**src/hdl/ir_climate_frame_encoder_macros.svh**
```systemverilog
// Assertion helpers for the encoder RTL.
`ifndef IR_CLIMATE_FRAME_ENCODER_MACROS_SVH
`define IR_CLIMATE_FRAME_ENCODER_MACROS_SVH

// Same-cycle implication, sampled on clk_i, silent while rst_ni is low.
`define ICFE_ASSERT_IMP(name, ante, cons, msg) \
  name: assert property (@(posedge clk_i) disable iff (!rst_ni) (ante) |-> (cons)) \
    else $error(msg);

// Next-cycle implication, sampled on clk_i, silent while rst_ni is low.
`define ICFE_ASSERT_NXT(name, ante, cons, msg) \
  name: assert property (@(posedge clk_i) disable iff (!rst_ni) (ante) |=> (cons)) \
    else $error(msg);

`endif

```
**src/hdl/icfe_pkg.sv**
```systemverilog
package icfe_pkg;

  localparam int unsigned FrameBitsDef = 43;
  localparam int unsigned QueueDepth   = 2;
  localparam int unsigned CfgIdxW      = 3;
  localparam int unsigned CfgDataW     = 16;
  localparam int unsigned InDataW      = 16;

  localparam logic [63:0] WordPrefix = 64'h0000_0251_5000_0000;
  localparam int unsigned OnBitPos   = 3;
  localparam int unsigned TempPos    = 8;
  localparam logic [3:0]  OffsetMax  = 4'd15;
  localparam logic [10:0] HalfQ4     = 11'h008;

  // Input mode selector.
  typedef enum logic [2:0] {
    MODE_OFF      = 3'd0,
    MODE_CHILL    = 3'd1,
    MODE_WARM     = 3'd2,
    MODE_DUAL     = 3'd3,
    MODE_DEHUMID  = 3'd4,
    MODE_FAN_ONLY = 3'd5
  } mode_e;

  // Mode codes as they appear in the frame word.
  localparam logic [2:0] CodeCool     = 3'h1;
  localparam logic [2:0] CodeHeat     = 3'h4;
  localparam logic [2:0] CodeHeatCool = 3'h0;
  localparam logic [2:0] CodeDry      = 3'h2;
  localparam logic [2:0] CodeFanOnly  = 3'h3;

  typedef enum logic [2:0] {
    FAN_SPEED_AUTO = 3'd0,
    FAN_LOW        = 3'd1,
    FAN_MEDIUM     = 3'd2,
    FAN_MIDDLE     = 3'd3,
    FAN_HIGH       = 3'd4
  } fan_e;

  localparam logic [7:0] FanCodeAuto   = 8'h80;
  localparam logic [7:0] FanCodeLow    = 8'h10;
  localparam logic [7:0] FanCodeMedium = 8'h20;
  localparam logic [7:0] FanCodeMiddle = 8'h30;
  localparam logic [7:0] FanCodeHigh   = 8'h40;

  typedef enum logic [CfgIdxW-1:0] {
    REG_HEADER_MARK  = 3'd0,
    REG_HEADER_SPACE = 3'd1,
    REG_BIT_MARK     = 3'd2,
    REG_ONE_SPACE    = 3'd3,
    REG_ZERO_SPACE   = 3'd4,
    REG_TEMP_MIN     = 3'd5,
    REG_TEMP_MAX     = 3'd6
  } cfg_reg_e;

  localparam logic [15:0] HeaderMarkRst  = 16'd9000;
  localparam logic [15:0] HeaderSpaceRst = 16'd4500;
  localparam logic [15:0] BitMarkRst     = 16'd650;
  localparam logic [15:0] OneSpaceRst    = 16'd1650;
  localparam logic [15:0] ZeroSpaceRst   = 16'd550;
  localparam logic [5:0]  TempMinRst     = 6'd16;
  localparam logic [5:0]  TempMaxRst     = 6'd30;

  typedef struct packed {
    logic [15:0] header_mark;
    logic [15:0] header_space;
    logic [15:0] bit_mark;
    logic [15:0] one_space;
    logic [15:0] zero_space;
  } pulse_cfg_t;

  typedef struct packed {
    logic [5:0] min_deg;
    logic [5:0] max_deg;
  } temp_cfg_t;

endpackage

```
**src/hdl/ir_climate_frame_encoder.sv**
```systemverilog
// Path: an accepted setting is written into the queue on the slave side, and its header pulse
// item then reaches the master side through the output register of the back end.
// Throughput: one pulse item per cycle while tready is high and a setting is waiting;
// a frame ends before the next starts, and a two-entry queue lets settings arrive early.
// Reset: timing and temperature registers return to their defaults, the stored mode code
// clears to zero, the queue empties and the output holds no transaction.
module ir_climate_frame_encoder #(
  parameter int unsigned FRAME_BITS = icfe_pkg::FrameBitsDef
) (
  input  logic                        clk_i,
  input  logic                        rst_ni,
  // Setting transactions.
  input  logic                        s_axis_tvalid,
  output logic                        s_axis_tready,
  // tdata: mode [2:0], target_temp_q4 [12:3], fan_speed [15:13]
  input  logic [icfe_pkg::InDataW-1:0] s_axis_tdata,
  // Pulse item transactions.
  output logic                        m_axis_tvalid,
  input  logic                        m_axis_tready,
  // tdata: mark_us [15:0], space_us [31:16], frame_word [FRAME_BITS+31:32], zero fill
  output logic [((32 + FRAME_BITS + 7) / 8) * 8 - 1:0] m_axis_tdata,
  output logic                        m_axis_tlast,
  // Configuration writes.
  input  logic                        cfg_valid_i,
  output logic                        cfg_ready_o,
  input  logic [icfe_pkg::CfgIdxW-1:0]  cfg_index_i,
  input  logic [icfe_pkg::CfgDataW-1:0] cfg_data_i
);
  import icfe_pkg::*;

  `include "ir_climate_frame_encoder_macros.svh"

  localparam int unsigned OutW = ((32 + FRAME_BITS + 7) / 8) * 8;

  // Configuration registers. Writes are always taken; an index past the
  // register list is dropped, and temperatures keep only their low six bits.
  pulse_cfg_t pulse_cfg_q, pulse_cfg_d;
  temp_cfg_t  temp_cfg_q, temp_cfg_d;

  assign cfg_ready_o = 1'b1;

  always_comb begin
    pulse_cfg_d = pulse_cfg_q;
    temp_cfg_d  = temp_cfg_q;
    if (cfg_valid_i) begin
      case (cfg_index_i)
        REG_HEADER_MARK:  pulse_cfg_d.header_mark  = cfg_data_i;
        REG_HEADER_SPACE: pulse_cfg_d.header_space = cfg_data_i;
        REG_BIT_MARK:     pulse_cfg_d.bit_mark     = cfg_data_i;
        REG_ONE_SPACE:    pulse_cfg_d.one_space    = cfg_data_i;
        REG_ZERO_SPACE:   pulse_cfg_d.zero_space   = cfg_data_i;
        REG_TEMP_MIN:     temp_cfg_d.min_deg       = cfg_data_i[5:0];
        REG_TEMP_MAX:     temp_cfg_d.max_deg       = cfg_data_i[5:0];
        default: begin
        end
      endcase
    end
  end

  always_ff @(posedge clk_i or negedge rst_ni) begin
    if (!rst_ni) begin
      pulse_cfg_q.header_mark  <= HeaderMarkRst;
      pulse_cfg_q.header_space <= HeaderSpaceRst;
      pulse_cfg_q.bit_mark     <= BitMarkRst;
      pulse_cfg_q.one_space    <= OneSpaceRst;
      pulse_cfg_q.zero_space   <= ZeroSpaceRst;
      temp_cfg_q.min_deg       <= TempMinRst;
      temp_cfg_q.max_deg       <= TempMaxRst;
    end else begin
      pulse_cfg_q <= pulse_cfg_d;
      temp_cfg_q  <= temp_cfg_d;
    end
  end

  // The front end builds the code word in the cycle a setting is accepted
  // and tracks the last mode that switched the unit on.
  logic                  q_full, q_push, q_valid, q_pop;
  logic [FRAME_BITS-1:0] q_wdata, q_rdata;

  icfe_front #(
    .FRAME_BITS (FRAME_BITS)
  ) u_front (
    .clk_i            (clk_i),
    .rst_ni           (rst_ni),
    .in_valid_i       (s_axis_tvalid),
    .in_ready_o       (s_axis_tready),
    .mode_i           (s_axis_tdata[2:0]),
    .target_temp_q4_i (s_axis_tdata[12:3]),
    .fan_speed_i      (s_axis_tdata[15:13]),
    .temp_cfg_i       (temp_cfg_q),
    .q_full_i         (q_full),
    .push_o           (q_push),
    .word_o           (q_wdata)
  );

  // Finished words wait here while the serializer works on an earlier one.
  icfe_queue #(
    .WIDTH (FRAME_BITS),
    .DEPTH (QueueDepth)
  ) u_queue (
    .clk_i   (clk_i),
    .rst_ni  (rst_ni),
    .push_i  (q_push),
    .data_i  (q_wdata),
    .full_o  (q_full),
    .pop_i   (q_pop),
    .valid_o (q_valid),
    .data_o  (q_rdata)
  );

  // The back end sends header, data bits LSB first and the trailing mark.
  logic [15:0]           out_mark, out_space;
  logic [FRAME_BITS-1:0] out_word;
  logic                  out_last;

  icfe_back #(
    .FRAME_BITS (FRAME_BITS)
  ) u_back (
    .clk_i        (clk_i),
    .rst_ni       (rst_ni),
    .pulse_cfg_i  (pulse_cfg_q),
    .q_valid_i    (q_valid),
    .q_data_i     (q_rdata),
    .pop_o        (q_pop),
    .out_valid_o  (m_axis_tvalid),
    .out_ready_i  (m_axis_tready),
    .mark_us_o    (out_mark),
    .space_us_o   (out_space),
    .frame_word_o (out_word),
    .last_o       (out_last)
  );

  assign m_axis_tdata = OutW'({out_word, out_space, out_mark});
  assign m_axis_tlast = out_last;

  // The trailing mark never carries a space.
  `ICFE_ASSERT_IMP(a_last_no_space, m_axis_tvalid && m_axis_tlast, out_space == 16'd0, "final item with nonzero space")
  // Inside a frame the serializer never leaves a gap.
  `ICFE_ASSERT_NXT(a_no_bubble, m_axis_tvalid && m_axis_tready && !m_axis_tlast, m_axis_tvalid, "gap inside a frame")
  // Every item of a frame carries the same code word.
  `ICFE_ASSERT_NXT(a_word_stable, m_axis_tvalid && m_axis_tready && !m_axis_tlast, out_word == $past(out_word), "code word changed inside a frame")

endmodule

```
**src/hdl/icfe_front.sv**
```systemverilog
module icfe_front #(
  parameter int unsigned FRAME_BITS = icfe_pkg::FrameBitsDef
) (
  input  logic                  clk_i,
  input  logic                  rst_ni,
  input  logic                  in_valid_i,
  output logic                  in_ready_o,
  input  logic [2:0]            mode_i,
  input  logic [9:0]            target_temp_q4_i,
  input  logic [2:0]            fan_speed_i,
  input  icfe_pkg::temp_cfg_t   temp_cfg_i,
  input  logic                  q_full_i,
  output logic                  push_o,
  output logic [FRAME_BITS-1:0] word_o
);
  import icfe_pkg::*;

  logic [2:0]  prev_mode_q, prev_mode_d;
  logic [2:0]  mode_code;
  logic        on_bit;
  logic [7:0]  fan_code;
  logic [9:0]  lo_q4, hi_q4, t_clamp;
  logic [10:0] t_round;
  logic [6:0]  deg, diff;
  logic [3:0]  offset;
  logic [63:0] word_full;

  assign in_ready_o = !q_full_i;
  assign push_o     = in_valid_i && !q_full_i;

  always_comb begin
    on_bit    = 1'b1;
    mode_code = prev_mode_q;
    case (mode_i)
      MODE_CHILL:    mode_code = CodeCool;
      MODE_WARM:     mode_code = CodeHeat;
      MODE_DUAL:     mode_code = CodeHeatCool;
      MODE_DEHUMID:  mode_code = CodeDry;
      MODE_FAN_ONLY: mode_code = CodeFanOnly;
      default: begin
        // Off or unknown: resend the stored mode with the unit switched off.
        on_bit    = 1'b0;
        mode_code = prev_mode_q;
      end
    endcase
  end

  always_comb begin
    case (fan_speed_i)
      FAN_HIGH:   fan_code = FanCodeHigh;
      FAN_MIDDLE: fan_code = FanCodeMiddle;
      FAN_MEDIUM: fan_code = FanCodeMedium;
      FAN_LOW:    fan_code = FanCodeLow;
      default:    fan_code = FanCodeAuto;
    endcase
  end

  // Clamp (lower bound first), round half up to whole degrees, then offset.
  always_comb begin
    lo_q4 = {temp_cfg_i.min_deg, 4'b0000};
    hi_q4 = {temp_cfg_i.max_deg, 4'b0000};
    if (target_temp_q4_i < lo_q4) begin
      t_clamp = lo_q4;
    end else if (target_temp_q4_i > hi_q4) begin
      t_clamp = hi_q4;
    end else begin
      t_clamp = target_temp_q4_i;
    end
    t_round = {1'b0, t_clamp} + HalfQ4;
    deg     = t_round[10:4];
    diff    = deg - {1'b0, temp_cfg_i.min_deg};
    if (deg < {1'b0, temp_cfg_i.min_deg}) begin
      offset = 4'd0;
    end else if (diff > {3'b000, OffsetMax}) begin
      offset = OffsetMax;
    end else begin
      offset = diff[3:0];
    end
  end

  always_comb begin
    word_full = WordPrefix
              | (64'(offset) << TempPos)
              | 64'(fan_code)
              | (64'(on_bit) << OnBitPos)
              | 64'(mode_code);
    word_o = word_full[FRAME_BITS-1:0];
  end

  assign prev_mode_d = push_o ? mode_code : prev_mode_q;

  always_ff @(posedge clk_i or negedge rst_ni) begin
    if (!rst_ni) begin
      prev_mode_q <= 3'd0;
    end else begin
      prev_mode_q <= prev_mode_d;
    end
  end

endmodule

```
**src/hdl/icfe_queue.sv**
```systemverilog
module icfe_queue #(
  parameter int unsigned WIDTH = icfe_pkg::FrameBitsDef,
  parameter int unsigned DEPTH = icfe_pkg::QueueDepth
) (
  input  logic             clk_i,
  input  logic             rst_ni,
  input  logic             push_i,
  input  logic [WIDTH-1:0] data_i,
  output logic             full_o,
  input  logic             pop_i,
  output logic             valid_o,
  output logic [WIDTH-1:0] data_o
);
  localparam int unsigned PtrW = (DEPTH > 1) ? $clog2(DEPTH) : 1;
  localparam int unsigned CntW = $clog2(DEPTH + 1);

  logic [WIDTH-1:0] mem_q [DEPTH];
  logic [PtrW-1:0]  wr_ptr_q, wr_ptr_d, rd_ptr_q, rd_ptr_d;
  logic [CntW-1:0]  count_q, count_d;
  logic             do_push, do_pop;

  assign full_o  = (count_q == CntW'(DEPTH));
  assign valid_o = (count_q != '0);
  assign data_o  = mem_q[rd_ptr_q];
  assign do_push = push_i && !full_o;
  assign do_pop  = pop_i && valid_o;

  always_comb begin
    wr_ptr_d = wr_ptr_q;
    rd_ptr_d = rd_ptr_q;
    count_d  = count_q;
    if (do_push) begin
      wr_ptr_d = (wr_ptr_q == PtrW'(DEPTH - 1)) ? '0 : wr_ptr_q + PtrW'(1);
    end
    if (do_pop) begin
      rd_ptr_d = (rd_ptr_q == PtrW'(DEPTH - 1)) ? '0 : rd_ptr_q + PtrW'(1);
    end
    if (do_push && !do_pop) begin
      count_d = count_q + CntW'(1);
    end else if (do_pop && !do_push) begin
      count_d = count_q - CntW'(1);
    end
  end

  always_ff @(posedge clk_i or negedge rst_ni) begin
    if (!rst_ni) begin
      wr_ptr_q <= '0;
      rd_ptr_q <= '0;
      count_q  <= '0;
    end else begin
      wr_ptr_q <= wr_ptr_d;
      rd_ptr_q <= rd_ptr_d;
      count_q  <= count_d;
    end
  end

  always_ff @(posedge clk_i) begin
    if (do_push) begin
      mem_q[wr_ptr_q] <= data_i;
    end
  end

endmodule

```
**src/hdl/icfe_back.sv**
```systemverilog
module icfe_back #(
  parameter int unsigned FRAME_BITS = icfe_pkg::FrameBitsDef
) (
  input  logic                  clk_i,
  input  logic                  rst_ni,
  input  icfe_pkg::pulse_cfg_t  pulse_cfg_i,
  input  logic                  q_valid_i,
  input  logic [FRAME_BITS-1:0] q_data_i,
  output logic                  pop_o,
  output logic                  out_valid_o,
  input  logic                  out_ready_i,
  output logic [15:0]           mark_us_o,
  output logic [15:0]           space_us_o,
  output logic [FRAME_BITS-1:0] frame_word_o,
  output logic                  last_o
);
  import icfe_pkg::*;

  localparam int unsigned CntW = $clog2(FRAME_BITS + 1);

  logic                  busy_q, busy_d;
  logic [CntW-1:0]       cnt_q, cnt_d;
  logic                  out_valid_q, out_valid_d;
  logic [FRAME_BITS-1:0] sh_q;
  logic [15:0]           mark_q, space_q;
  logic [FRAME_BITS-1:0] word_q;
  logic                  last_q;
  logic                  out_free, start, step, final_item;

  assign out_free   = !out_valid_q || out_ready_i;
  assign start      = !busy_q && q_valid_i && out_free;
  assign step       = busy_q && out_free;
  assign final_item = (cnt_q == CntW'(FRAME_BITS));
  assign pop_o      = start;

  always_comb begin
    busy_d      = busy_q;
    cnt_d       = cnt_q;
    out_valid_d = out_valid_q;
    if (out_free) begin
      out_valid_d = start || step;
    end
    if (start) begin
      busy_d = 1'b1;
      cnt_d  = '0;
    end else if (step) begin
      if (final_item) begin
        busy_d = 1'b0;
      end else begin
        cnt_d = cnt_q + CntW'(1);
      end
    end
  end

  always_ff @(posedge clk_i or negedge rst_ni) begin
    if (!rst_ni) begin
      busy_q      <= 1'b0;
      cnt_q       <= '0;
      out_valid_q <= 1'b0;
    end else begin
      busy_q      <= busy_d;
      cnt_q       <= cnt_d;
      out_valid_q <= out_valid_d;
    end
  end

  // Data bits leave from the low end of sh_q, least significant first.
  always_ff @(posedge clk_i) begin
    if (start) begin
      mark_q  <= pulse_cfg_i.header_mark;
      space_q <= pulse_cfg_i.header_space;
      word_q  <= q_data_i;
      sh_q    <= q_data_i;
      last_q  <= 1'b0;
    end else if (step) begin
      mark_q <= pulse_cfg_i.bit_mark;
      if (final_item) begin
        space_q <= 16'd0;
        last_q  <= 1'b1;
      end else begin
        space_q <= sh_q[0] ? pulse_cfg_i.one_space : pulse_cfg_i.zero_space;
        sh_q    <= sh_q >> 1;
        last_q  <= 1'b0;
      end
    end
  end

  assign out_valid_o  = out_valid_q;
  assign mark_us_o    = mark_q;
  assign space_us_o   = space_q;
  assign frame_word_o = word_q;
  assign last_o       = last_q;

endmodule

```
**config.mk**
```make
export PLATFORM = sky130hd
export DESIGN_NAME = ir_climate_frame_encoder
export DESIGN_NICKNAME = d
export VERILOG_FILES = /design/src/hdl/icfe_pkg.sv /design/src/hdl/ir_climate_frame_encoder.sv /design/src/hdl/icfe_front.sv /design/src/hdl/icfe_queue.sv /design/src/hdl/icfe_back.sv
export VERILOG_INCLUDE_DIRS = /design/src /design/src/hdl
export SDC_FILE = /design/constraint.sdc
export NUM_CORES = 1
export LEC_CHECK = 0
export BUFFER_PORTS_ARGS = -buffer_cell sky130_fd_sc_hd__buf_2
export CAP_MARGIN = 25
export CORE_ASPECT_RATIO = 1.5
export CORE_UTILIZATION = 50
export CTS_CLUSTER_SIZE = 25
export DETAILED_ROUTE_END_ITERATION = 8
export GPL_TIMING_DRIVEN = 0
export PLACE_DENSITY = 0.74
export SLEW_MARGIN = 25
export SYNTH_ARGS = -nofsm -noshare
export SYNTH_HDL_FRONTEND = slang
export SYNTH_HIERARCHICAL = 1
export SYNTH_SLANG_ARGS = --single-unit
```
**constraint.sdc**
```tcl
create_clock -name clk_i -period 6.13 [get_ports clk_i]
set_input_delay 0.613 -clock clk_i [delete_from_list [all_inputs] [get_ports clk_i]]
set_output_delay 0.613 -clock clk_i [all_outputs]
set_load 0.02 [all_outputs]
```
# Word-level counts from Yosys, hierarchy flattened
# Memories as Yosys holds them, arrays and structs flattened.
# Cells that the tools add are included.
# classes
addsub	7
n_lt_le_gt_ge	4
n_eq_ne	18
mux	29
n_bitwise	3
reduce_logical	30
# op_table
op	count
$mux 43	3
$mux 16	6
$or 43x3->43	1
$or 43x4->43	1
$or 42x8->42	1
$pmux 8 s4	1
$mux 10	2
$eq 3x2->1 const B	6
$eq 3x3->1 const B	6
$mux 6	3
$reduce_and 2->1	9
$pmux 3 s5	1
$add 10x4->11 const B	1
$gt 10x10->1	1
$lt 10x10->1	1
$eq 3x1->1 const B	3
$mux 1	9
$logic_and 1x1->1	8
$mux 4	2
$reduce_bool 2->1	4
$gt 7x4->1 const B	1
$lt 7x6->1	1
$sub 7x6->7	1
$add 6x1->6 const B	1
11 further kinds	18
# totals
regBits	226
ram_bits	86
output_inout_bits	84
elab_cells	111
memories	1
# mem_list
memory	words	width	read_ports	rd_ports_with_merged_regs	wr	line_no	text
u_queue.mem_q	2	43	1	0	1	icfe_queue.sv:17	logic [WIDTH-1:0] mem_q [DEPTH];

# Logic depth before layout (Yosys ltp)
# Gate-level depths: netlist of run 1.
# depth
depth_word	11
mapped_depth	20

# Modules after synthesis
# Netlist of run 1, hierarchy kept.
# by_module_without_submodules
module	instances	cells_per_inst	area_each_um2	seq_area_each_um2
icfe_back	1	407	5118.7	3763.6
ir_climate_frame_encoder	1	211	3642.2	2338.5
icfe_queue	1	153	3504.6	2682.6
icfe_front	1	189	1347.5	75.1

# Worst setup path before layout of run 1
# No wires, ideal clock.
# synth_path
kind	input to register
from	input m_axis_tready
to	register u_back.sh_q[0] (enable)
setup_ns	0.503
t_arrival_ns	4.068
required_time_ns	5.627
slack_ns	1.559
path_stages	4
path_buffers	1
path_cell_list	nand2b_1 -> buf_2 -> o21ai_1 -> o21ai_0
# synth_between
elab_chain_cells	4
word_cells_on_any_way	6
# synth_lines
item	line_no	text
start: declaration	ir_climate_frame_encoder.sv:19	input logic m_axis_tready,
$logic_or 1x1->1 (*)	icfe_back.sv:30	assign out_free = !out_valid_q || out_ready_i;
$logic_and 1x1->1, on equally long branches	icfe_back.sv:31, icfe_back.sv:32	
$ne 2x1->1 (no line) / $reduce_bool 2->1 (equally long branches)	--	
$reduce_and 2->1 (no line) (*)	--	
end signal: assignment	icfe_back.sv:73	sh_q <= q_data_i;
end signal: assignment	icfe_back.sv:82	sh_q <= sh_q >> 1;
end: declaration	icfe_back.sv:24	logic [FRAME_BITS-1:0] sh_q;
# Mark *: on every way between the ends. The rest lies on a longest branch, timed or not.
# A chain may end at the register's enable or synchronous reset.

# Worst setup path in the final report of run 1
# layout_path
from	register temp_cfg_q[4] in the netlist's numbering
to	memory u_queue/mem_q[0][8] in the netlist's numbering, data pin
# layout_between
elab_chain_cells	11
word_cells_on_any_way	12
# layout_lines
item	line_no	text
start: declaration	ir_climate_frame_encoder.sv:38	temp_cfg_t temp_cfg_q, temp_cfg_d;
start signal: assignment	ir_climate_frame_encoder.sv:71	temp_cfg_q <= temp_cfg_d;
$gt 10x10->1	icfe_front.sv:64	end else if (target_temp_q4_i > hi_q4) begin
$mux 10 (*)	icfe_front.sv:64	
$mux 10 (*)	icfe_front.sv:62	if (target_temp_q4_i < lo_q4) begin
$add 10x4->11 (*)	icfe_front.sv:69	t_round = {1'b0, t_clamp} + HalfQ4;
$sub 7x6->7	icfe_front.sv:71	diff = deg - {1'b0, temp_cfg_i.min_deg};
$gt 7x4->1	icfe_front.sv:74	end else if (diff > {3'b000, OffsetMax}) begin
$mux 4	icfe_front.sv:74	
$mux 4 (*)	icfe_front.sv:72	if (deg < {1'b0, temp_cfg_i.min_deg}) begin
$or 42x8->42 (*)	icfe_front.sv:84	| 64'(fan_code)
$or 43x4->43 (*)	icfe_front.sv:85	| (64'(on_bit) << OnBitPos)
$or 43x3->43 (*)	icfe_front.sv:86	| 64'(mode_code);
via q_wdata[8]	ir_climate_frame_encoder.sv:78	logic [FRAME_BITS-1:0] q_wdata, q_rdata;
end: declaration	icfe_queue.sv:17	
# Mark *: on every way through the listed nets, which the timed path passes. The rest lies on a longest branch.

==> impl_results.md, run 1 <==
* Outcome: completed
* Ys async rst share at 34.3%
* PortBufs at 112
* Final hold slack at 0.349 ns
* Post-Syn Area at 13600 um2
* Synth Instances at 960
* CTS H-tree lvls at 1
* Synth-to-layout area growth at 16.7%
* Arrival time worst endpoint at 4.63 ns
* Sequential Power Share at 46.9%
* Gate power share at 24.1%
* Worst Path Max Fanout at 10
* Post-CTS setup repair buffer count at 0
* Final setup margin at 1.87 ns
* Initial antenna violation count at 2
* Min Clock Period, post-route at 4.26 ns
* Final core occ at 59.6%
* DP HPWL at 17200 um
* Crit path launch type: register
* Main synth FF type: edfxtp_1
* Rel. slew slack at 45.9%
* Worst-Margin Slew at 0.810 ns
* Clock share of power at 28.9%
* Area contributors post-synth: edfxtp_1, dfrtp_1, mux2_2, nand2_1, dfstp_2
* Leak at 6.69 nW
* CTS Buffer Depth at 3
* Pins Over Slew Limit at 0
* Router iterations before antenna repair at 4
* Final WL at 25200 um
* Pwr dens at 401 nW/um2
* Total CTS buffers at 29
* Distinct cells, synth at 67
* Seq/Total Area, Yosys at 65.1%
* Grt total ovfl at 0
* Setup WS pre-CTS at 1.60 ns
* Worst Path Required at 6.51 ns
* Worst VDD drop at 0.251 mV
* TritonCTS clock tree: done
* Unrepaired setup endpoints after global routing: false
* Crit path kind: register to register
* Yosys warns at 6
* Die width at 137 um
* Max-Cap Viols at 0
* Switching Fraction at 27.3%
* Reg2Reg Setup Slack at 1.87 ns
* Internal power at 0.00463 W
* # hold bufs at CTS at 1
* Setup Viol. Count Final at 0
* Iteration-0 DRC Markers at 359
* Clk sinks at 312
* Fill cells at 2098
* Root Driver: clkbuf_16
* Fin cells at 1503
* Number of synthesized flops with an enable pin at 204
* Tot GR Track Use at 19.1%
* Vias in the first global route at 8061
* Worst clock skew at 0.0130 ns
* Yosys top cell area share at 45.0%
* Largest net degree at the start of global routing at 73
* Via count at 7698
* Post-DR vias/cell at 5.12
* GPL Wtd Cong at 0.813
* Row cnt at 73
* CP Capture Type: register
* First-pass GRT wire length at 41000 um
* Fin. Hold Viols at 0
* Layout cells sized above 1 at 37.0%
* Clk pin slew, worst setup/hold paths at 0.06 ns
* Post-CTS Resized at 0
* Boundary pin count at 124
* DR DRC count at 0
* Initial Util at 51.0%
* HP Class: primary input to register
* Inst Count DP at 1447
* Synth area leader: edfxtp_1
* Drt wl/cell at 16.8 um
* Count of state elements after synthesis at 312
* Final #Nets at 1203
* Final ANT Viol Nets at 0
* Core ar. at 26700 um2
* Psw at 0.00174 W
* Die Y-Extent at 204 um
* Worst skew pair latency at 0.55 ns
* F_max at 235 MHz
* Mapped Avg Cell Area at 14.2 um2
* Final period util at 69.4%
* Die footprint at 27900 um2
==> cell families after synthesis <==
kind of cell               share of synthesized area [%]
DFF                                                 65.1
and+or+nand+nor                                     9.68
muxes                                               13.9
buffers and inverters                               4.97
AOI/OAI and AO/OA                                   3.22
adders and majority gates                           1.99
xor gates and xnor gates                            1.03
other                                              0.110
==> power by group through the flow <==
| stage | clock network, W | registers [W] | logic [W] |
|---|---|---|---|
| 5_1_grt | 0.00196 | 0.00303 | 0.00170 |
| 3_5_place_dp | 0 | 0.00303 | 0.00154 |
| 4_1_cts | 0.00188 | 0.00299 | 0.00156 |
| 3_3_place_gp | 0 | 0.00302 | 0.00145 |
| 6_report | 0.00184 | 0.00299 | 0.00154 |
| 2_1_floorplan | 0 | 0.00305 | 0.00111 |
==> registers in the layout, indices dropped and copies added, names as in the netlist <==
register and cells:
u_queue/mem_q 86, u_back/space_us_o 16, u_back/sh_q 43, u_back/last_o 1
u_front/prev_mode_q 3, u_back/cnt_q 6, temp_cfg_q 12, pulse_cfg_q 80
u_queue/count_q 2, u_back/out_valid_o 1, u_back/frame_word_o 43, u_queue/rd_ptr_q 1
u_back/mark_us_o 16, u_queue/wr_ptr_q 1, u_back/busy_q 1
==> per-layer routing <==
| metal | GRT usage [%] | routed length (um) | vias to the layer above |
|---|---|---|---|
| li1 | - | - | 3687 |
| met1 | 22.4 | 9960 | 3819 |
| met2 | 35.0 | 13500 | 149 |
| met3 | 2.75 | 1050 | 41 |
| met4 | 6.79 | 641 | 2 |
| met5 | 0 | 13 | - |
==> cell usage in the layout, fill, tap and decap left out, types with 16 or more instances in the layout <==
| cell | count |
|---|---|
| a21oi_1 | 21 |
| buf_2 | 129 |
| buf_4 | 40 |
| clkbuf_16 | 29 |
| conb_1 | 37 |
| dfrtp_1 | 78 |
| dfstp_2 | 29 |
| edfxtp_1 | 204 |
| ha_1 | 20 |
| inv_1 | 19 |
| mux2_2 | 86 |
| mux2_4 | 49 |
| mux2i_1 | 18 |
| nand2_1 | 211 |
| nor2_1 | 16 |
==> synthesized netlist by cell type, types with 5 or more instances <==
cell,count
a21oi_1,21
buf_12,6
buf_2,19
buf_4,39
buf_6,6
clkbuf_1,6
dfrtp_1,78
dfstp_2,29
edfxtp_1,204
ha_1,20
inv_1,20
mux2_2,86
mux2_4,49
mux2i_1,18
nand2_1,211
nand2b_1,5
nand3_1,9
nor2_1,17
nor2b_1,6
nor3_1,7
o21ai_0,11
o21ai_2,11
xnor2_1,12
==> worst max-delay path, stage by stage, from the launching register on <==
cell and delay (ns):
dfstp_2 0.53, inv_1 0.06, ha_1 0.29, nand4_1 0.14, o21bai_1 0.20, a31o_4 0.28
buf_12 0.14, mux2i_1 0.14, a21oi_1 0.09, ha_1 0.31, inv_1 0.06, ha_1 0.15
inv_1 0.05, fa_1 0.40, a21o_1 0.20, a21oi_1 0.21, and3b_1 0.21, o21a_1 0.11
a211oi_1 0.21, o21ai_2 0.11, a21oi_1 0.19
==> layout make-up <==
cell class | instances | area [um2] | share of cell area (%)
flip-flops and latches | 312 | 8860 | 55.8
multi-input cells | 584 | 4220 | 26.6
clock buffers | 30 | 729 | 4.59
repair buffers | 118 | 714 | 4.50
plain buffers | 76 | 601 | 3.78
well taps | 337 | 422 | 2.65
clock inverters | 24 | 251 | 1.58
inverters | 21 | 78.8 | 0.496
diodes | 1 | 2.50 | 0.0158
==> stage by stage <==
step | TNS (ns) | total power, W | instance area [um2]
3_5_place_dp | 0 | 0.00457 | 14900
4_1_cts | 0 | 0.00643 | 15900
2_1_floorplan | 0 | 0.00415 | 13700
3_3_place_gp | -7.79 | 0.00447 | 14700
5_1_grt | 0 | 0.00669 | 15900
6_report | 0 | 0.00637 | 15900
==> path summary, 6_finish.rpt <==
path / from / to / depth (start not counted)
max: temp_cfg_q[4] / u_queue/mem_q[0][8] / 20
min: cfg_data_i[6] / pulse_cfg_q[6] / 2
max reg2reg: temp_cfg_q[4] / u_queue/mem_q[0][8] / 20
min reg2reg: u_queue/count_q[1] / u_queue/count_q[1] / 1
max in group asynchronous: rst_ni / temp_cfg_q[3] / 3
min in group asynchronous: rst_ni / pulse_cfg_q[10] / 2
No activity file was read; power rests on OpenSTA's default activity.
==> run 2, diff against run 1 <==
==> constraint.sdc (replaced) <==
create_clock -name clk_i -period 4.35 [get_ports clk_i]
set_input_delay 0.435 -clock clk_i [delete_from_list [all_inputs] [get_ports clk_i]]
set_output_delay 0.435 -clock clk_i [all_outputs]
set_load 0.02 [all_outputs]
==> run 2 against run 1 <==
  * Sequential cell count unchanged
  * Combinational power up 49%
  * Cell area up 1.3%
  * Clock skew rose by 0.026 ns
  * Register-to-register slack lost 1.7 ns
  * Largest cell class unchanged
  * Highest routed layer unchanged
==> impl_results.md, run 2 (same netlist as run 1, synthesis figures left out) <==
* Initial Util at 51.0%
* Vias in the first global route at 7714
* CP Depth at 20
* Reg-to-reg endpoint: u_queue/mem_q[0][8]
* Crit path buf inv count at 4
* Synth-to-layout area growth at 18.2%
* DR DRC count at 0
* CTS H-tree lvls at 1
* Layout cells sized above 1 at 39.8%
* First-pass GRT wire length at 39000 um
* Die footprint at 27900 um2
* Post-DR vias/cell at 5.07
* CTS Buffer Depth at 3
* Worst Path Required at 4.72 ns
* Worst VDD drop at 0.328 mV
* Router iterations before antenna repair at 4
* Pwr Total at 0.00917 W
* Arrival time worst endpoint at 4.53 ns
* Final #Nets at 1207
* TritonCTS clock tree: done
* CP Capture Type: register
* Worst Path Max Fanout at 15
* GPL Wtd Cong at 0.814
* HP Class: primary input to register
* Root Driver: clkbuf_16
* Antenna cell count at 0
* Iteration-0 DRC Markers at 252
* Via count at 7627
* Row cnt at 73
* F_max at 241 MHz
* Initial antenna violation count at 1
* Final ANT Viol Nets at 0
* Most frequent cells in the layout: nand2_1, edfxtp_1, buf_2
* Cell count of the worst reg-to-reg path at 20
* Final WL at 24300 um
* Worst path slowest cell: dfstp_2
* Hold path depth at 2
* Final period util at 95.5%
* Min-delay src: cfg_data_i[6]
* Outcome: completed
* Worst clock skew at 0.0394 ns
* Rel. slew slack at 51.0%
* Max-Cap Viols at 0
* Crit path kind: register to register
* Fin. Hold Viols at 0
* Largest registers: u_queue/mem_q (86), pulse_cfg_q (80)
* Largest net degree at the start of global routing at 64
* Clk pin slew, worst setup/hold paths at 0.07 ns
* R2R Path Start: temp_cfg_q[4]
* Tot GR Track Use at 18.1%
* Max reg flops at 86
* Reg2Reg Setup Slack at 0.20 ns
* DP HPWL at 16900 um
* Setup TNS at 0 ns
* Final core occ at 60.3%
* PortBufs at 112
* Crit path launch type: register
* Core ar. at 26700 um2
* Setup Viol. Count Final at 0
* Min Clock Period, post-route at 4.15 ns
* Clk sinks at 312
* Grt total ovfl at 0
* Pwr dens at 570 nW/um2
* Critical path's top delay family: compound AO/OA/AOI/OAI gates
* Worst skew pair latency at 0.56 ns
* Worst-path cell chain: inv_1 -> ha_4 -> nand4_1 -> o21bai_4 -> a31o_4 -> mux2i_2 -> a21oi_1 -> ha_2 -> inv_2 -> ha_2 -> inv_1 -> fa_2 -> a21o_1 -> a21oi_2 -> buf_4 -> and3b_1 -> o21a_1 -> a211oi_2 -> o21ai_2 -> a21oi_2
* Largest register by flop count: u_queue/mem_q
* Commonest non-fill, non-tap cell in the layout: nand2_1
* Total CTS buffers at 28
* Worst-Margin Slew at 0.733 ns
* Drt wl/cell at 16.1 um
* Hold EP: pulse_cfg_q[6]
* Boundary pin count at 124
* Die width at 137 um
* Leak at 6.76 nW
* Die Y-Extent at 204 um
* Pins Over Slew Limit at 0
* Max stage delay on crit path at 0.53 ns
-- run 2: worst max path at each step --
stage                       start                   end
4_1_cts             temp_cfg_q[4]   u_queue/mem_q[0][8]
5_1_grt            temp_cfg_q[10]  u_queue/mem_q[0][11]
2_1_floorplan       temp_cfg_q[4]  u_queue/mem_q[0][10]
3_3_place_gp   u_queue/count_q[0]  u_queue/mem_q[0][34]
3_5_place_dp      s_axis_tdata[9]   u_queue/mem_q[1][8]
6_report            temp_cfg_q[4]   u_queue/mem_q[0][8]
-- run 2: power by group --
part	switching, W	leakage, nW	internal (W)
logic	0.00117	3.07	0.00113
clock network	0.00107	0.519	0.00160
registers	0.000239	3.17	0.00396
-- run 2: area by class of cell --
type	count	area, um2
buffer	75	582
fill	2088	10600
sequential	312	8860
clock buffer	45	968
timing repair buffer	124	767
multi-input combinational	584	4340
clock inverter	7	76.3
tap	337	422
inverter	21	78.8
-- run 2: timing repair --
action	4_1_cts	5_1_grt
hold buffers	1	0
endpoints found under the hold margin	34	0
setup endpoints to repair	8	8
resized for setup	1	28
pin swaps	1	13
buffers inserted	0	5
-- run 2: per-stage QoR --
step                      cell area (um2)  cells  worst slack, ns  hold slack, ns
after floorplan                     13700    993            0.431           0.139
after CTS                           16000   1501           0.0133           0.138
final                               16100   1505            0.198           0.163
after detailed placement            14900   1448          -0.0625           0.398
after global placement              14700   1442           -0.152           0.467
after global routing                16100   1505          -0.0297           0.160
-- run 2: metal layers --
metal	GRT usage, %	wire length (um)	up-vias
met1	21.0	9630	3772
met4	5.08	446	2
met5	0	13	-
met3	2.50	911	28
met2	34.2	13300	129
li1	-	-	3696
==> run 3, diff against run 2 <==
--- a/config.mk
+++ b/config.mk
@@ -6,6 +6,7 @@
 export SDC_FILE = /design/constraint.sdc
 export NUM_CORES = 1
 export LEC_CHECK = 0
+export ABC_AREA = 1
 export BUFFER_PORTS_ARGS = -buffer_cell sky130_fd_sc_hd__buf_2
 export CAP_MARGIN = 25
 export CORE_ASPECT_RATIO = 1.5
==> run 3 against run 2 <==
  * Combinational power shrank 12%
  * Wire length grew 16%
  * Core utilization shrank 1.3 points
  * Synthesized cell count grew 39%
  * Critical path depth grew 3
  * Hold slack lost 0.035 ns
  * Worst setup slack gained 0.23 ns
  * Global-route usage grew 2.4 points
  * Synthesized area grew 1.8%
  * Non-clock buffer count grew 8
  * Cell area shrank 0.12%
  * Critical endpoint is now u_queue/mem_q[1][11]
  * Highest routed layer is now met4
==> impl_results.md, run 3 <==
* Worst clock skew at 0.0160 ns
* Synth Area in Compound Gates at 2.04%
* CTS H-tree lvls at 1
* Worst Path Required at 4.68 ns
* Worst path slowest cell: dfstp_2
* Worst VDD drop at 0.332 mV
* Pwr Total at 0.00852 W
* Router iterations before antenna repair at 5
* Seq/Total Area, Yosys at 63.9%
* Fill cells at 2290
* Root Driver: clkbuf_16
* Ys async rst share at 34.3%
* Worst Path Max Fanout at 10
* Main synth FF type: edfxtp_1
* Pins Over Slew Limit at 0
* Min Clock Period, post-route at 3.92 ns
* Final WL at 28100 um
* Fin cells at 1892
* Area contributors post-synth: edfxtp_1, nand2_1, dfrtp_1, dfstp_2, nand3_1
* Max stage delay on crit path at 0.55 ns
* Most frequent cells in the layout: nand2_1, edfxtp_1, buf_2
* Drt wl/cell at 14.9 um
* Worst-path cell chain: inv_1 -> ha_1 -> nand2_2 -> nor2_4 -> nand4_4 -> nand2_4 -> nand2_1 -> nand3_1 -> nand2_2 -> ha_1 -> inv_1 -> ha_1 -> inv_1 -> fa_1 -> nand3_1 -> nand2_1 -> a21oi_1 -> inv_1 -> a21oi_1 -> nand2_1 -> nand3_2 -> nor2_1 -> nor2_1
* Critical path's top delay family: simple AND/OR/NAND/NOR gates
* Synth-to-layout area growth at 15.9%
* Vias in the first global route at 9244
* Fin. Hold Viols at 0
* Pwr dens at 530 nW/um2
* Boundary pin count at 124
* Commonest non-fill, non-tap cell in the layout: nand2_1
* Grt total ovfl at 0
* CP most frequent cell: inv_1
* Adder-Cell Fraction of Synth Area at 1.95%
* Layout cells sized above 1 at 22.4%
* Synth Area in XOR/XNOR at 0.632%
* Crit path launch type: register
* Via count at 9322
* Initial antenna violation count at 0
* Mapped Avg Cell Area at 10.4 um2
* Top cell types by occurrence after synthesis: nand2_1, edfxtp_1, nand3_1
* Yosys warns at 6
* DP HPWL at 19800 um
* CP Capture Type: register
* Leak at 7.54 nW
* Final period util at 90.1%
* TritonCTS clock tree: done
* Rel. slew slack at 52.4%
* PortBufs at 117
* Setup TNS at 0 ns
* Max-Cap Viols at 0
* Multi-input gate area at 4250 um2
* Register area at 8860 um2
* Number of synthesized flops with an enable pin at 204
* Core ar. at 27200 um2
* Largest register by flop count: u_queue/mem_q
* Post-CTS Resized at 0
* Arrival time worst endpoint at 4.25 ns
* Clk sinks at 312
* Final #Nets at 1588
* Die footprint at 28400 um2
* Tot GR Track Use at 20.6%
* Count of state elements after synthesis at 312
* Distinct cells, synth at 42
* Inst Count DP at 1837
* Initial Util at 50.9%
* Yosys top cell area share at 44.2%
* Iteration-0 DRC Markers at 487
* Simple-Gate Fraction of Synth Area at 23.7%
* Setup Viol. Count Final at 0
* Worst-Margin Slew at 0.713 ns
* DR DRC count at 0
* Max reg flops at 86
* Unrepaired setup endpoints after global routing: false
* Post-Syn Area at 13900 um2
* Most frequent cell after synthesis: nand2_1
* First-pass GRT wire length at 45100 um
* GPL Wtd Cong at 0.847
* Die width at 138 um
* Die Y-Extent at 206 um
* Synth Instances at 1339
* Clk pin slew, worst setup/hold paths at 0.06 ns
* Outcome: completed
* Final ANT Viol Nets at 0
* Total CTS buffers at 29
* Largest net degree at the start of global routing at 78
* Post-synthesis mux area share at 1.16%
* Row cnt at 74
* Final core occ at 59.1%
* Antenna cell count at 0
* Synth area leader: edfxtp_1
* Largest family of logic cells by synthesized area: simple AND/OR/NAND/NOR gates
* Final hold slack at 0.128 ns
* F_max at 255 MHz
* Worst skew pair latency at 0.56 ns
* Crit path kind: register to register
* Largest registers: u_queue/mem_q (86), pulse_cfg_q (80)
* CTS Buffer Depth at 3
* HP Class: primary input to register
* Post-DR vias/cell at 4.93
* Crit path buf inv count at 4
-- run 3: what timing repair did --
action,in CTS,in global routing
hold endpoints to repair,21,0
buffers inserted,0,0
hold buffers,1,0
-- run 3: routing by layer --
layer,share of wire [%],wire [um],GRT usage [%],vias to the layer above
li1,-,-,-,4662
met1,39,10900,23.6,4352
met4,2.9,817,8.00,0
met2,54,15200,38.7,254
met3,4.5,1250,1.91,54
met5,0,0,0,-
-- run 3: final cells by class --
class                           count  share of cell area, %
Multi-Input combinational cell    907                   26.4
Inverter                           70                   1.70
Buffer                             83                   3.91
Sequential cell                   312                   55.1
Tap cell                          342                   2.66
Clock buffer                       35                   4.85
Timing Repair Buffer              124                   4.57
Clock inverter                     19                  0.771
-- run 3: worst reg2reg max path, stage by stage, from the launching register on --
cell,delay (ns)
dfstp_2,0.55
inv_1,0.05
ha_1,0.27
nand2_2,0.08
nor2_4,0.15
nand4_4,0.16
nand2_4,0.17
nand2_1,0.08
nand3_1,0.09
nand2_2,0.07
ha_1,0.30
inv_1,0.06
ha_1,0.12
inv_1,0.05
fa_1,0.40
nand3_1,0.10
nand2_1,0.09
a21oi_1,0.15
inv_1,0.05
a21oi_1,0.17
nand2_1,0.10
nand3_2,0.10
nor2_1,0.05
nor2_1,0.29
-- run 3: where the power goes --
group | internal (W) | switching [W]
Clock | 0.00134 | 0.00107
Combinational | 0.000691 | 0.00134
Sequential | 0.00388 | 0.000207
-- run 3: metrics by stage --
stage                     setup slack (ns)  area (um2)
final                                0.430       16100
after global routing                0.0936       16100
after CTS                            0.446       16100
after detailed placement             0.415       15200
after global placement             0.00213       15000
after floorplan                      0.888       14000
-- run 3: worst paths after layout --
path / start / end / slack, ns / cells past startpoint
min in group asynchronous: rst_ni / pulse_cfg_q[42] / 0.35 / 2
setup reg to reg: temp_cfg_q[4] / u_queue/mem_q[1][11] / 0.43 / 23
hold reg to reg: pulse_cfg_q[41] / pulse_cfg_q[41] / 0.46 / 2
setup / recovery: temp_cfg_q[4] / u_queue/mem_q[1][11] / 0.43 / 23
max in group asynchronous: rst_ni / temp_cfg_q[10] / 3.27 / 3
hold / removal: cfg_data_i[6] / pulse_cfg_q[22] / 0.13 / 3
-- run 3: cell families after synthesis --
logic type / after synthesis
simple gates: 779
other cells: 4
xor+xnor: 10
buf+inv: 153
flops: 312
compound gates: 44
mux: 16
fa+ha+maj: 21
